[config.mk]
export PLATFORM = sky130hd
export DESIGN_NAME = signed_radix_to_text
export DESIGN_NICKNAME = d
export VERILOG_FILES = /design/src/sv/srtt_pkg.sv /design/src/sv/srtt_bchk.sv /design/src/sv/srtt_div.sv /design/src/sv/srtt_stack.sv /design/src/sv/signed_radix_to_text.sv
export SDC_FILE = /design/constraint.sdc
export NUM_CORES = 1
export LEC_CHECK = 0
export BUFFER_PORTS_ARGS = -buffer_cell sky130_fd_sc_hd__buf_4
export CAP_MARGIN = 20
export CORE_ASPECT_RATIO = 0.75
export CORE_UTILIZATION = 43
export DETAILED_ROUTE_END_ITERATION = 8
export REMOVE_ABC_BUFFERS = 1
export SKIP_CTS_REPAIR_TIMING = 1
export SLEW_MARGIN = 5
export SYNTH_ARGS = -nofsm -noshare
export SYNTH_HDL_FRONTEND = slang
export SYNTH_HIERARCHICAL = 1
export SYNTH_SLANG_ARGS = --single-unit
[constraint.sdc]
create_clock -name clk -period 3.05 [get_ports clk]
set_input_delay 0.61 -clock clk [delete_from_list [all_inputs] [get_ports clk]]
set_output_delay 0.61 -clock clk [all_outputs]
set_load 0.005 [all_outputs]
[src/sv/srtt_pkg.sv]
package srtt_pkg;

    typedef logic [3:0]   digit_t;
    typedef logic [7:0]   char_t;
    typedef logic [127:0] alph_t;

    typedef enum logic [1:0] {
        REG_BASE_SIZE  = 2'd0,
        REG_ALPH_LOW   = 2'd1,
        REG_ALPH_HIGH  = 2'd2,
        REG_UNUSED     = 2'd3
    } reg_idx_t;

    typedef enum logic [2:0] {
        ST_IDLE,
        ST_CHECK,
        ST_DIV,
        ST_SIGN,
        ST_RD,
        ST_LD,
        ST_OUT
    } state_t;

    typedef struct packed {
        logic done;
        logic ok;
    } chk_res_t;

    localparam char_t CTRL_MAX  = 8'd31;
    localparam char_t DEL_CHAR  = 8'd127;
    localparam char_t PLUS_CHAR = 8'h2B;
    localparam char_t MINUS_CHAR = 8'h2D;
    localparam char_t NUL_CHAR  = 8'h00;

    function automatic char_t sym_at(input alph_t alph, input digit_t d);
        return alph[{d, 3'b000} +: 8];
    endfunction

endpackage

[src/sv/srtt_bchk.sv]
module srtt_bchk import srtt_pkg::*; #(
    parameter int MAX_BASE = 16
) (
    input  logic       clk,
    input  logic       rst_n,
    input  logic       start,
    input  logic [4:0] base_size,
    input  alph_t      alph,
    output chk_res_t   res
);

    logic   busy_reg, busy_next;
    logic   done_reg, done_next;
    logic   ok_reg, ok_next;
    digit_t idx_reg, idx_next;

    char_t  cur;
    logic   bad;
    logic   dup;

    always_ff @(posedge clk or negedge rst_n)
    begin
        if (!rst_n)
        begin
            busy_reg <= 1'b0;
            done_reg <= 1'b0;
            ok_reg   <= 1'b0;
            idx_reg  <= '0;
        end
        else
        begin
            busy_reg <= busy_next;
            done_reg <= done_next;
            ok_reg   <= ok_next;
            idx_reg  <= idx_next;
        end
    end

    // one symbol per cycle, compared against all later symbols in use
    always_comb
    begin
        cur = sym_at(alph, idx_reg);
        bad = (cur <= CTRL_MAX) || (cur >= DEL_CHAR) ||
              (cur == PLUS_CHAR) || (cur == MINUS_CHAR);
        dup = 1'b0;
        for (int j = 0; j < 16; j++)
        begin
            if ((4'(j) > idx_reg) && (5'(j) < base_size) &&
                (sym_at(alph, 4'(j)) == cur))
            begin
                dup = 1'b1;
            end
        end
    end

    always_comb
    begin
        busy_next = busy_reg;
        done_next = 1'b0;
        ok_next   = ok_reg;
        idx_next  = idx_reg;
        if (start)
        begin
            idx_next = '0;
            if ((base_size < 5'd2) || (base_size > 5'(MAX_BASE)))
            begin
                done_next = 1'b1;
                ok_next   = 1'b0;
            end
            else
            begin
                busy_next = 1'b1;
            end
        end
        else if (busy_reg)
        begin
            if (bad || dup)
            begin
                busy_next = 1'b0;
                done_next = 1'b1;
                ok_next   = 1'b0;
            end
            else if ({1'b0, idx_reg} == (base_size - 5'd1))
            begin
                busy_next = 1'b0;
                done_next = 1'b1;
                ok_next   = 1'b1;
            end
            else
            begin
                idx_next = idx_reg + 4'd1;
            end
        end
    end

    assign res.done = done_reg;
    assign res.ok   = ok_reg;

endmodule

[src/sv/srtt_div.sv]
module srtt_div import srtt_pkg::*; #(
    parameter int VALUE_BITS = 32
) (
    input  logic                  clk,
    input  logic                  rst_n,
    input  logic                  start,
    input  logic [VALUE_BITS-1:0] dividend,
    input  logic [4:0]            divisor,
    output logic                  done,
    output logic [VALUE_BITS-1:0] quotient,
    output digit_t                remainder
);

    localparam int CW = $clog2(VALUE_BITS + 1);

    logic [VALUE_BITS-1:0] q_reg, q_next;
    digit_t                r_reg, r_next;
    logic [CW-1:0]         cnt_reg, cnt_next;
    logic                  done_reg, done_next;

    logic [4:0]            trial;
    logic                  fits;

    always_ff @(posedge clk or negedge rst_n)
    begin
        if (!rst_n)
        begin
            cnt_reg  <= '0;
            done_reg <= 1'b0;
        end
        else
        begin
            cnt_reg  <= cnt_next;
            done_reg <= done_next;
        end
    end

    always_ff @(posedge clk)
    begin
        q_reg <= q_next;
        r_reg <= r_next;
    end

    // restoring division, one quotient bit per cycle
    always_comb
    begin
        trial     = {r_reg, q_reg[VALUE_BITS-1]};
        fits      = (trial >= divisor);
        q_next    = q_reg;
        r_next    = r_reg;
        cnt_next  = cnt_reg;
        done_next = 1'b0;
        if (start)
        begin
            q_next   = dividend;
            r_next   = '0;
            cnt_next = CW'(VALUE_BITS);
        end
        else if (cnt_reg != '0)
        begin
            q_next   = {q_reg[VALUE_BITS-2:0], fits};
            r_next   = fits ? 4'(trial - divisor) : trial[3:0];
            cnt_next = cnt_reg - 1'b1;
            if (cnt_reg == CW'(1))
            begin
                done_next = 1'b1;
            end
        end
    end

    assign done      = done_reg;
    assign quotient  = q_reg;
    assign remainder = r_reg;

endmodule

[src/sv/srtt_stack.sv]
module srtt_stack import srtt_pkg::*; #(
    parameter int DEPTH = 32
) (
    input  logic                     clk,
    input  logic                     we,
    input  logic [$clog2(DEPTH)-1:0] waddr,
    input  digit_t                   wdata,
    input  logic [$clog2(DEPTH)-1:0] raddr,
    output digit_t                   rdata
);

    digit_t mem [DEPTH];
    digit_t rdata_reg;

    always_ff @(posedge clk)
    begin
        if (we)
        begin
            mem[waddr] <= wdata;
        end
        rdata_reg <= mem[raddr];
    end

    assign rdata = rdata_reg;

endmodule

[src/sv/signed_radix_to_text.sv]
// signed_radix_to_text: writes a signed integer as text in a configured radix
//
// the cfg port sets the radix (index 0) and the 16 digit symbols (index 1
// for digits 0..7, index 2 for digits 8..15); write it only while idle
// s_* takes one signed word; m_* returns one character per word, most
// significant digit first, a leading minus for negatives, tlast on the final
// character; an invalid base gives one word with tuser set and tdata zero
// the base check runs first; the shared bit-serial divider then yields
// the digits, least significant first, into the digit store; then the
// sign and each digit character go out in turn, held by any receiver stall
// s_tready is high only while idle; one word is handled at a time
// when the receiver stalls, the character holds in the output register
// and the block waits; reset clears the config, state, value and valid
// registers but not the output character, last and error registers;
// the block comes up idle; the digit store needs no clearing
module signed_radix_to_text import srtt_pkg::*; #(
    parameter int MAX_BASE   = 16,
    parameter int VALUE_BITS = 32
) (
    input  logic                              clk,
    input  logic                              rst_n,
    input  logic                              s_tvalid,
    output logic                              s_tready,
    input  logic [((VALUE_BITS+7)/8)*8-1:0]   s_tdata,   // value
    output logic                              m_tvalid,
    input  logic                              m_tready,
    output logic [7:0]                        m_tdata,   // character
    output logic                              m_tlast,
    output logic                              m_tuser,   // base_error
    input  logic                              cfg_we,
    input  logic [1:0]                        cfg_index,
    input  logic [63:0]                       cfg_data
);

    localparam int CW = $clog2(VALUE_BITS + 1);
    localparam int AW = $clog2(VALUE_BITS);

    state_t                state_reg, state_next;
    logic [4:0]            base_reg;
    logic [63:0]           alph_lo_reg;
    logic [63:0]           alph_hi_reg;
    logic                  neg_reg, neg_next;
    logic [VALUE_BITS-1:0] mag_reg, mag_next;
    logic [CW-1:0]         cnt_reg, cnt_next;
    logic                  ovalid_reg, ovalid_next;
    char_t                 ochar_reg, ochar_next;
    logic                  olast_reg, olast_next;
    logic                  oerr_reg, oerr_next;

    alph_t                 alph;
    logic [VALUE_BITS-1:0] raw;
    logic                  chk_start;
    chk_res_t              chk_res;
    logic                  div_start;
    logic                  div_done;
    logic [VALUE_BITS-1:0] div_q;
    digit_t                div_r;
    logic                  st_we;
    logic [AW-1:0]         st_raddr;
    digit_t                st_rdata;

    assign alph = {alph_hi_reg, alph_lo_reg};
    assign raw  = s_tdata[VALUE_BITS-1:0];

    always_ff @(posedge clk or negedge rst_n)
    begin
        if (!rst_n)
        begin
            base_reg    <= '0;
            alph_lo_reg <= '0;
            alph_hi_reg <= '0;
        end
        else if (cfg_we)
        begin
            unique case (reg_idx_t'(cfg_index))
                REG_BASE_SIZE: base_reg    <= cfg_data[4:0];
                REG_ALPH_LOW:  alph_lo_reg <= cfg_data;
                REG_ALPH_HIGH: alph_hi_reg <= cfg_data;
                default:       ;
            endcase
        end
    end

    always_ff @(posedge clk or negedge rst_n)
    begin
        if (!rst_n)
        begin
            state_reg  <= ST_IDLE;
            neg_reg    <= 1'b0;
            mag_reg    <= '0;
            cnt_reg    <= '0;
            ovalid_reg <= 1'b0;
        end
        else
        begin
            state_reg  <= state_next;
            neg_reg    <= neg_next;
            mag_reg    <= mag_next;
            cnt_reg    <= cnt_next;
            ovalid_reg <= ovalid_next;
        end
    end

    always_ff @(posedge clk)
    begin
        ochar_reg <= ochar_next;
        olast_reg <= olast_next;
        oerr_reg  <= oerr_next;
    end

    always_comb
    begin
        state_next  = state_reg;
        neg_next    = neg_reg;
        mag_next    = mag_reg;
        cnt_next    = cnt_reg;
        ovalid_next = ovalid_reg;
        ochar_next  = ochar_reg;
        olast_next  = olast_reg;
        oerr_next   = oerr_reg;
        chk_start   = 1'b0;
        div_start   = 1'b0;
        st_we       = 1'b0;
        st_raddr    = AW'(cnt_reg - 1'b1);
        s_tready    = 1'b0;

        unique case (state_reg)
            ST_IDLE:
            begin
                s_tready = 1'b1;
                if (s_tvalid)
                begin
                    neg_next   = raw[VALUE_BITS-1];
                    mag_next   = raw[VALUE_BITS-1] ? (~raw + 1'b1) : raw;
                    cnt_next   = '0;
                    chk_start  = 1'b1;
                    state_next = ST_CHECK;
                end
            end
            ST_CHECK:
            begin
                if (chk_res.done)
                begin
                    if (chk_res.ok)
                    begin
                        div_start  = 1'b1;
                        state_next = ST_DIV;
                    end
                    else
                    begin
                        ovalid_next = 1'b1;
                        ochar_next  = NUL_CHAR;
                        olast_next  = 1'b1;
                        oerr_next   = 1'b1;
                        state_next  = ST_OUT;
                    end
                end
            end
            ST_DIV:
            begin
                if (div_done)
                begin
                    st_we    = 1'b1;
                    mag_next = div_q;
                    cnt_next = cnt_reg + 1'b1;
                    if ((div_q != '0) && ((cnt_reg + 1'b1) < CW'(VALUE_BITS)))
                    begin
                        div_start = 1'b1;
                    end
                    else
                    begin
                        state_next = neg_reg ? ST_SIGN : ST_RD;
                    end
                end
            end
            ST_SIGN:
            begin
                ovalid_next = 1'b1;
                ochar_next  = MINUS_CHAR;
                olast_next  = 1'b0;
                oerr_next   = 1'b0;
                state_next  = ST_OUT;
            end
            ST_RD:
            begin
                cnt_next   = cnt_reg - 1'b1;
                state_next = ST_LD;
            end
            ST_LD:
            begin
                ovalid_next = 1'b1;
                ochar_next  = sym_at(alph, st_rdata);
                olast_next  = (cnt_reg == '0);
                oerr_next   = 1'b0;
                state_next  = ST_OUT;
            end
            ST_OUT:
            begin
                if (m_tready)
                begin
                    ovalid_next = 1'b0;
                    state_next  = (cnt_reg == '0) ? ST_IDLE : ST_RD;
                end
            end
            default:
            begin
                state_next = ST_IDLE;
            end
        endcase
    end

    srtt_bchk #(
        .MAX_BASE (MAX_BASE)
    ) u_bchk (
        .clk       (clk),
        .rst_n     (rst_n),
        .start     (chk_start),
        .base_size (base_reg),
        .alph      (alph),
        .res       (chk_res)
    );

    srtt_div #(
        .VALUE_BITS (VALUE_BITS)
    ) u_div (
        .clk       (clk),
        .rst_n     (rst_n),
        .start     (div_start),
        .dividend  (mag_next),
        .divisor   (base_reg),
        .done      (div_done),
        .quotient  (div_q),
        .remainder (div_r)
    );

    srtt_stack #(
        .DEPTH (VALUE_BITS)
    ) u_stack (
        .clk   (clk),
        .we    (st_we),
        .waddr (cnt_reg[AW-1:0]),
        .wdata (div_r),
        .raddr (st_raddr),
        .rdata (st_rdata)
    );

    assign m_tvalid = ovalid_reg;
    assign m_tdata  = ochar_reg;
    assign m_tlast  = olast_reg;
    assign m_tuser  = oerr_reg;

endmodule

==> impl_metrics.sql, run 1 <==
INSERT INTO impl_metrics (metric_group, metric, value, unit) VALUES
('clock_network', 'cts_buffer_depth', '3', ''),
('timing', 'rsz0062_at_grt', 'true', ''),
('place', 'detailedPlacementHpwl', '43400', 'um'),
('yosys', 'synth.top_cell.area_share', '0.250', ''),
('yosys', 'synth.lib_cells_used.distinct', '97', ''),
('place', 'gp_congestion', '0.946', ''),
('yosys', 'synth_edf_count', '170', ''),
('setup_path', 'regToRegEndpoint', 'u_bchk/idx_reg[3]', ''),
('timing', 'tns', '-1460', 'ps'),
('setup_path', 'worst-setup-path-type', 'flop to flop', ''),
('setup_path', 'reg2reg_from', 'u_bchk/idx_reg[0]', ''),
('timing', 'timing.final.ws_setup', '-268', 'ps'),
('drt', 'via_per_inst', '5.80', ''),
('timing', 'timing.final.max_slew_violations', '0', ''),
('clock_network', 'insertion_delay_of_the_later_clocked_pin_in_the_worst_skew_pair', '550', 'ps'),
('yosys', 'post-synth-top-area-cell', 'sky130_fd_sc_hd__edfxtp_1', ''),
('finish', 'fin_util', '0.541', ''),
('run_status', 'violations', 'negative setup slack', ''),
('timing', 'layout_min_cycle_time', '3320', 'ps'),
('finish', 'area_added_between_synthesis_and_finish', '23.0', '%'),
('yosys', 'synth_top_cells_by_area', 'sky130_fd_sc_hd__edfxtp_1 (25%), sky130_fd_sc_hd__dfrtp_1 (23%), sky130_fd_sc_hd__mux2_2 (9.5%)', ''),
('grt', 'grt_overflow_total', '0', ''),
('setup_path', 'r2r_slack', '-270', 'ps'),
('setup_path', 'timing.critical_path.from_type', 'flop', ''),
('timing', 'hold_viol_final', '0', ''),
('pwr', 'p_leak', '9.79', 'nW'),
('floorplan', 'io_pins', '115', ''),
('setup_path', 'critPathMaxFanout', '13', ''),
('floorplan', 'die-width', '254', 'um'),
('timing', 'finalSetupViolations', '7', ''),
('grt', 'global_route.usage.met3', '0.0590', ''),
('yosys', 'synthesis.instances', '1556', ''),
('grt', 'grt_antenna_before_repair', '0', ''),
('yosys', 'yosysSeqAreaShare', '0.490', ''),
('yosys', 'mappedNetlistArea', '20400', 'sq um'),
('setup_path', 'arrival', '3760', 'ps'),
('finish', 'drive_gt1_frac', '0.402', ''),
('grt', 'grt_max_degree', '77', ''),
('clock_network', 'htreeDepth', '2', ''),
('timing', 'max_freq', '301', 'MHz'),
('clock_network', 'cts_root_buf', 'sky130_fd_sc_hd__clkbuf_16', ''),
('finish', 'largest_reg_flops', '128', ''),
('floorplan', 'placeableCoreArea', '46500', 'sq um'),
('place', 'portBuffers', '114', ''),
('clock_network', 'cts-buffers-inserted', '39', ''),
('grt', 'globalRoute.busiestLayer', 'met1', ''),
('finish', 'fillCellCount', '3979', ''),
('timing', 'skew', '16.9', 'ps'),
('finish', 'final_layout_net_count', '1971', ''),
('floorplan', 'area_of_the_die', '48400', 'sq um'),
('drt', 'remaining_drc_errors', '0', ''),
('grt', 'grt_met2_use', '0.332', ''),
('drt', 'finalWirelength', '59200', 'um'),
('setup_path', 'worst-r2r-cell-count', '12', ''),
('floorplan', 'floorplan.rows', '68', ''),
('run_status', 'outcome', 'complete, but fails checks', ''),
('yosys', 'synth_ff_type', 'sky130_fd_sc_hd__dfrtp_1', ''),
('flow_run', 'max-cap-violations', '0', ''),
('yosys', 'postSynthRegisterBits', '368', ''),
('grt', 'grt_use_total', '0.246', ''),
('drt', 'first_iter_violations', '1235', ''),
('pwr', 'power_density', '949', 'nW/um^2'),
('clock_network', 'path_clk_slew', '70', 'ps'),
('pwr', 'power.ir.vdd_worst', '0.000439', 'V'),
('setup_path', 'endpoint_kind', 'flop', ''),
('drt', 'detail-route-antenna-nets', '0', ''),
('grt', 'grt_pass1_vias', '14300', ''),
('timing', 'timing.slew.headroom', '0.513', ''),
('yosys', 'synthArstFlopShare', '0.516', ''),
('clock_network', 'clock_tree_from_tritoncts', 'done', ''),
('drt', 'route.vias.total', '14600', ''),
('floorplan', 'die_y', '191', 'um'),
('finish', 'n_antenna_cell', '0', ''),
('clock_network', 'sink_count', '368', ''),
('grt', 'grt_first_pass_wirelength', '89800', 'um'),
('yosys', 'yosys_warnings', '6', ''),
('timing', 'timing_worst_slew_pin_value', '730', 'ps'),
('grt', 'globalRouteMet1Util', '0.396', ''),
('worst_hold_path', 'min-delay-path-class', 'primary input to asynchronous set/reset pin', ''),
('timing', 'finalCritPeriodShare', '1.09', ''),
('setup_path', 'required_time_of_the_critical_path', '3490', 'ps'),
('drt', 'avgRoutedWirePerCell', '23.6', 'um'),
('yosys', 'syn_area_per_cell', '13.1', 'sq um'),
('floorplan', 'floorplan.initialDensity', '0.440', ''),
('drt', 'drt-pass1-iter-count', '5', '');
==> through the flow <==
stage / setup WS [ps] / hold slack [ps] / power (mW) / instance area, sq um / std cells
2_1_floorplan: -1680 / 314 / 14.3 / 19800 / 1458
3_3_place_gp: -357 / 481 / 18.2 / 23500 / 2431
3_5_place_dp: -398 / 480 / 18.3 / 23500 / 2431
4_1_cts: -398 / 115 / 23.6 / 24900 / 2503
5_1_grt: -387 / 146 / 25.1 / 25100 / 2511
6_report: -268 / 107 / 23.8 / 25100 / 2511
==> Yosys cell counts (all sizes together), types with 3 or more instances <==
library cell	instances
dfrtp	190
mux2	174
edfxtp	170
nor2	98
mux4	85
xnor2	77
xor2	69
o21ai	68
buf	67
mux2i	53
nand2	45
a22oi	43
inv	33
clkbuf	31
nand3	31
nor3	31
a21oi	26
nor4	25
nand4	19
ha	17
or3	14
a211oi	12
a22o	12
nand3b	12
o22ai	12
o31ai	12
o221ai	11
nand2b	9
o41ai	9
a31oi	8
dfxtp	8
o211ai	8
nor2b	7
and2	6
and3	6
nor3b	5
or4	5
o2111ai	4
or2	4
or3b	4
a2111oi	3
a21o	3
a32oi	3
==> critical path, cell delays in order, from the launching register on <==
cell and delay (ps):
sky130_fd_sc_hd__dfrtp_2 500, sky130_fd_sc_hd__buf_12 180, sky130_fd_sc_hd__mux4_2 510, sky130_fd_sc_hd__a22oi_2 270, sky130_fd_sc_hd__nand3_4 100, sky130_fd_sc_hd__buf_12 170
sky130_fd_sc_hd__xor2_1 150, sky130_fd_sc_hd__nor4_2 340, sky130_fd_sc_hd__nand4_1 200, sky130_fd_sc_hd__and4_4 240, sky130_fd_sc_hd__and3_4 160, sky130_fd_sc_hd__nand4_2 90
sky130_fd_sc_hd__mux2_4 290
==> logic make-up after synthesis <==
group	after synthesis	synth area share
buffers and inverters	131	0.0350
AOI/OAI and AO/OA	252	0.0941
and+or+nand+nor	329	0.0901
adders and majority gates	18	0.0114
xor gates and xnor gates	146	0.0626
DFF	368	0.490
muxes	312	0.216
==> where the power goes <==
group          internal [mW]  switching (mW)
sequential              6.62           0.819
combinational           5.47            5.79
clock                   3.12            2.02
total                   15.2            8.63
==> layout by cell type (no fill, tap or decap), drive strengths merged, types with 14 or more instances in the layout <==
cell,synthesis,final
buf,67,349
dfrtp,190,190
mux2,174,174
edfxtp,170,170
nor2,98,98
mux4,85,85
xnor2,77,77
xor2,69,69
o21ai,68,68
clkbuf,31,60
mux2i,53,53
nand2,45,45
a22oi,43,43
inv,33,35
nand3,31,31
nor3,31,31
a21oi,26,26
nor4,25,25
nand4,19,19
ha,17,17
or3,14,14
==> worst max path at each step <==
stage	start	end
finish	u_bchk/idx_reg[0]	u_bchk/idx_reg[3]
CTS	u_bchk/idx_reg[0]	u_bchk/idx_reg[3]
global placement	u_bchk/idx_reg[0]	u_bchk/idx_reg[3]
detailed placement	u_bchk/idx_reg[0]	u_bchk/idx_reg[3]
floorplan	cnt_reg[0]	u_stack/rdata[0]
global route	u_bchk/idx_reg[0]	u_bchk/idx_reg[3]
==> layer usage <==
metal  part of all wire  wire, um  vias up
met3              0.089      5300       60
met2               0.41     24000      546
li1                   -         -     6558
met5                  0         0        -
met1               0.49     29000     7408
met4              0.016       950        0
==> cell type report <==
cell class	instances	area, sq um	share of cell area
clock buffer	58	1180	0.0470
clock inverter	14	215	0.00857
inverter	33	124	0.00493
multi-input combinational	1057	9850	0.392
sequential	368	10000	0.399
tap	630	788	0.0314
timing repair buffer	351	2950	0.117
(Power assumes the default switching activity.)
==> run 2, diff against run 1 <==
--- a/config.mk
+++ b/config.mk
@@ -8,7 +8,9 @@
 export BUFFER_PORTS_ARGS = -buffer_cell sky130_fd_sc_hd__buf_4
 export CAP_MARGIN = 20
 export CORE_ASPECT_RATIO = 0.75
+export CORE_MARGIN = 4
 export CORE_UTILIZATION = 43
+export CTS_BUF_LIST = sky130_fd_sc_hd__clkbuf_16
 export DETAILED_ROUTE_END_ITERATION = 8
 export REMOVE_ABC_BUFFERS = 1
 export SKIP_CTS_REPAIR_TIMING = 1
==> run 2 against run 1 <==
The run still ends with negative setup slack left. Combinational power rose by 5%. Largest cell class is now multi-input combinational cells. Clock-buffer cell count is 17 lower. Fmax shrank 1.9%. Sequential share of layout area fell by 0.36 points. Clock power decreased by 12%. Non-clock buffer count up 26.
==> impl_metrics.sql, run 2 (synthesis results as in run 1) <==
INSERT INTO impl_metrics (metric_group, metric, value, unit) VALUES
('setup_path', 'timing.critical_path.from_type', 'flop', ''),
('place', 'portBuffers', '114', ''),
('timing', 'hold_viol_final', '0', ''),
('pwr', 'power_density', '941', 'nW/um^2'),
('setup_path', 'critPathTopFamily', 'simple AND/OR/NAND/NOR gates', ''),
('run_status', 'violations', 'negative setup slack', ''),
('clock_network', 'clock_tree_from_tritoncts', 'done', ''),
('timing', 'timing.slew.headroom', '0.320', ''),
('pwr', 'power.ir.vdd_worst', '0.000417', 'V'),
('grt', 'grt_antenna_before_repair', '1', ''),
('drt', 'via_per_inst', '5.82', ''),
('drt', 'drt-pass1-iter-count', '5', ''),
('clock_network', 'cts_buffer_depth', '3', ''),
('setup_path', 'worst-setup-path-type', 'flop to flop', ''),
('worst_hold_path', 'min-delay-path-class', 'primary input to asynchronous set/reset pin', ''),
('pwr', 'p_leak', '9.92', 'nW'),
('setup_path', 'r2r_slack', '-330', 'ps'),
('timing', 'tns', '-1910', 'ps'),
('setup_path', 'arrival', '3810', 'ps'),
('floorplan', 'area_of_the_die', '51100', 'sq um'),
('timing', 'timing_worst_slew_pin_value', '1020', 'ps'),
('setup_path', 'critPathMaxFanout', '17', ''),
('timing', 'finalCritPeriodShare', '1.11', ''),
('timing', 'skew', '23.4', 'ps'),
('setup_path', 'slowest_delay', '620', 'ps'),
('drt', 'first_iter_violations', '1475', ''),
('drt', 'detail-route-antenna-nets', '0', ''),
('grt', 'grt_overflow_total', '0', ''),
('floorplan', 'io_pins', '115', ''),
('run_status', 'outcome', 'complete, but fails checks', ''),
('place', 'detailedPlacementHpwl', '44200', 'um'),
('setup_path', 'required_time_of_the_critical_path', '3470', 'ps'),
('finish', 'drive_gt1_frac', '0.419', ''),
('clock_network', 'sink_count', '368', ''),
('flow_run', 'max-cap-violations', '0', ''),
('drt', 'finalWirelength', '60600', 'um'),
('finish', 'largest_reg_flops', '128', ''),
('setup_path', 'reg2reg_from', 'u_bchk/idx_reg[1]', ''),
('grt', 'grt_pass1_vias', '14600', ''),
('timing', 'timing.final.ws_setup', '-332', 'ps'),
('floorplan', 'die-width', '260', 'um'),
('floorplan', 'placeableCoreArea', '46500', 'sq um'),
('finish', 'fillCellCount', '3982', ''),
('place', 'placed_area', '23600', 'sq um'),
('drt', 'remaining_drc_errors', '0', ''),
('setup_path', 'endpoint_kind', 'flop', ''),
('setup_path', 'worst-r2r-cell-count', '13', ''),
('clock_network', 'cts-buffers-inserted', '39', ''),
('setup_path', 'worst_path_slowest_cell', 'sky130_fd_sc_hd__or4_4', ''),
('finish', 'finish.instance_area', '25400', 'sq um'),
('timing', 'fin_hold_ws', '104', 'ps'),
('finish', 'most_common_library_cell_in_the_layout_ignoring_fill_and_taps', 'sky130_fd_sc_hd__buf_4', ''),
('timing', 'finalSetupViolations', '7', ''),
('floorplan', 'die_y', '197', 'um'),
('finish', 'commonest_non_fill_non_tap_cells_in_the_layout', 'sky130_fd_sc_hd__buf_4 (348), sky130_fd_sc_hd__dfrtp_1 (188), sky130_fd_sc_hd__mux2_2 (171)', ''),
('finish', 'area_added_between_synthesis_and_finish', '24.1', '%'),
('setup_path', 'regToRegEndpoint', 'u_bchk/idx_reg[0]', ''),
('drt', 'avgRoutedWirePerCell', '23.9', 'um'),
('timing', 'layout_min_cycle_time', '3380', 'ps'),
('floorplan', 'floorplan.initialDensity', '0.440', ''),
('place', 'gp_congestion', '0.945', ''),
('grt', 'grt_first_pass_wirelength', '91300', 'um'),
('floorplan', 'floorplan.rows', '68', ''),
('setup_path', 'path_cells', 'buf_12 -> buf_4 -> mux2i_1 -> a22o_1 -> nor3_2 -> buf_12 -> or3b_2 -> nand3_1 -> or4_4 -> o2111ai_4 -> or4_4 -> o21ai_4 -> a21oi_2', ''),
('timing', 'max_freq', '296', 'MHz'),
('grt', 'grt_use_total', '0.231', ''),
('setup_path', 'crit_buf_inv', '3', ''),
('grt', 'grt_max_degree', '73', ''),
('timing', 'rsz0062_at_grt', 'true', ''),
('clock_network', 'path_clk_slew', '70', 'ps'),
('finish', 'final_layout_net_count', '1997', ''),
('drt', 'route.vias.total', '14800', ''),
('clock_network', 'htreeDepth', '2', ''),
('clock_network', 'cts_root_buf', 'sky130_fd_sc_hd__clkbuf_16', ''),
('clock_network', 'insertion_delay_of_the_later_clocked_pin_in_the_worst_skew_pair', '550', 'ps'),
('timing', 'timing.final.max_slew_violations', '0', '');
## run 2: cell types whose count changed in the layout (fill, tap and decap cells not counted), sizes merged, moves of 2 or more
| cell | before | now |
|---|---|---|
| clkbuf | 60 | 43 |
| inv | 35 | 45 |
| bufinv | 5 | 1 |
| clkinvlp | 0 | 2 |
| buf | 349 | 375 |
| clkinv | 7 | 14 |
## run 2: how the worst max path moves through the flow
stage | startpoint | endpoint | slack, ps | cells after the start
2_1_floorplan | cnt_reg[0] | u_stack/rdata[0] | -1680 | 6
5_1_grt | u_bchk/idx_reg[0] | u_bchk/idx_reg[0] | -380 | 12
4_1_cts | u_bchk/idx_reg[0] | u_bchk/idx_reg[0] | -530 | 13
3_3_place_gp | u_bchk/idx_reg[0] | u_bchk/idx_reg[0] | -450 | 12
3_5_place_dp | u_bchk/idx_reg[0] | u_bchk/idx_reg[0] | -500 | 13
6_report | u_bchk/idx_reg[1] | u_bchk/idx_reg[0] | -330 | 13
## run 2: routing by layer
metal  part of all wire  vias to the layer above  track usage
met1               0.50                     7556        0.381
met2               0.40                      521        0.311
li1                   -                     6614            -
met5                  0                        -            0
met4              0.015                        0       0.0412
met3              0.080                       62       0.0536
## run 2: per-stage QoR
stage / utilization / worst slack, ps / power, mW / cells
final: 0.546 / -332 / 23.9 / 2536
after global placement: 0.508 / -447 / 18.4 / 2444
after CTS: 0.533 / -527 / 23.1 / 2514
after floorplan: - / -1680 / 14.3 / 1458
after detailed placement: 0.508 / -505 / 18.6 / 2444
after global routing: 0.546 / -376 / 25.1 / 2536
## run 2: final cells by class
cell class / instances / area, sq um / share of cell area
Antenna cell: 1 / 2.50 / 0.0000987
Multi-Input combinational cell: 1057 / 10100 / 0.397
Tap cell: 630 / 788 / 0.0311
Inverter: 33 / 124 / 0.00489
Sequential cell: 368 / 10000 / 0.395
Clock inverter: 29 / 169 / 0.00666
Clock buffer: 41 / 1030 / 0.0405
Timing Repair Buffer: 377 / 3160 / 0.125
## run 2: worst register-to-register path, stage by stage (launching register included)
cell	delay [ps]
sky130_fd_sc_hd__dfrtp_2	450
sky130_fd_sc_hd__buf_12	190
sky130_fd_sc_hd__buf_4	170
sky130_fd_sc_hd__mux2i_1	270
sky130_fd_sc_hd__a22o_1	240
sky130_fd_sc_hd__nor3_2	80
sky130_fd_sc_hd__buf_12	140
sky130_fd_sc_hd__or3b_2	430
sky130_fd_sc_hd__nand3_1	120
sky130_fd_sc_hd__or4_4	140
sky130_fd_sc_hd__o2111ai_4	150
sky130_fd_sc_hd__or4_4	630
sky130_fd_sc_hd__o21ai_4	160
sky130_fd_sc_hd__a21oi_2	70
## run 2: power by group
part / internal [mW] / switching (mW)
clock: 2.52 / 2.00
combinational: 5.85 / 6.01
sequential: 6.62 / 0.870
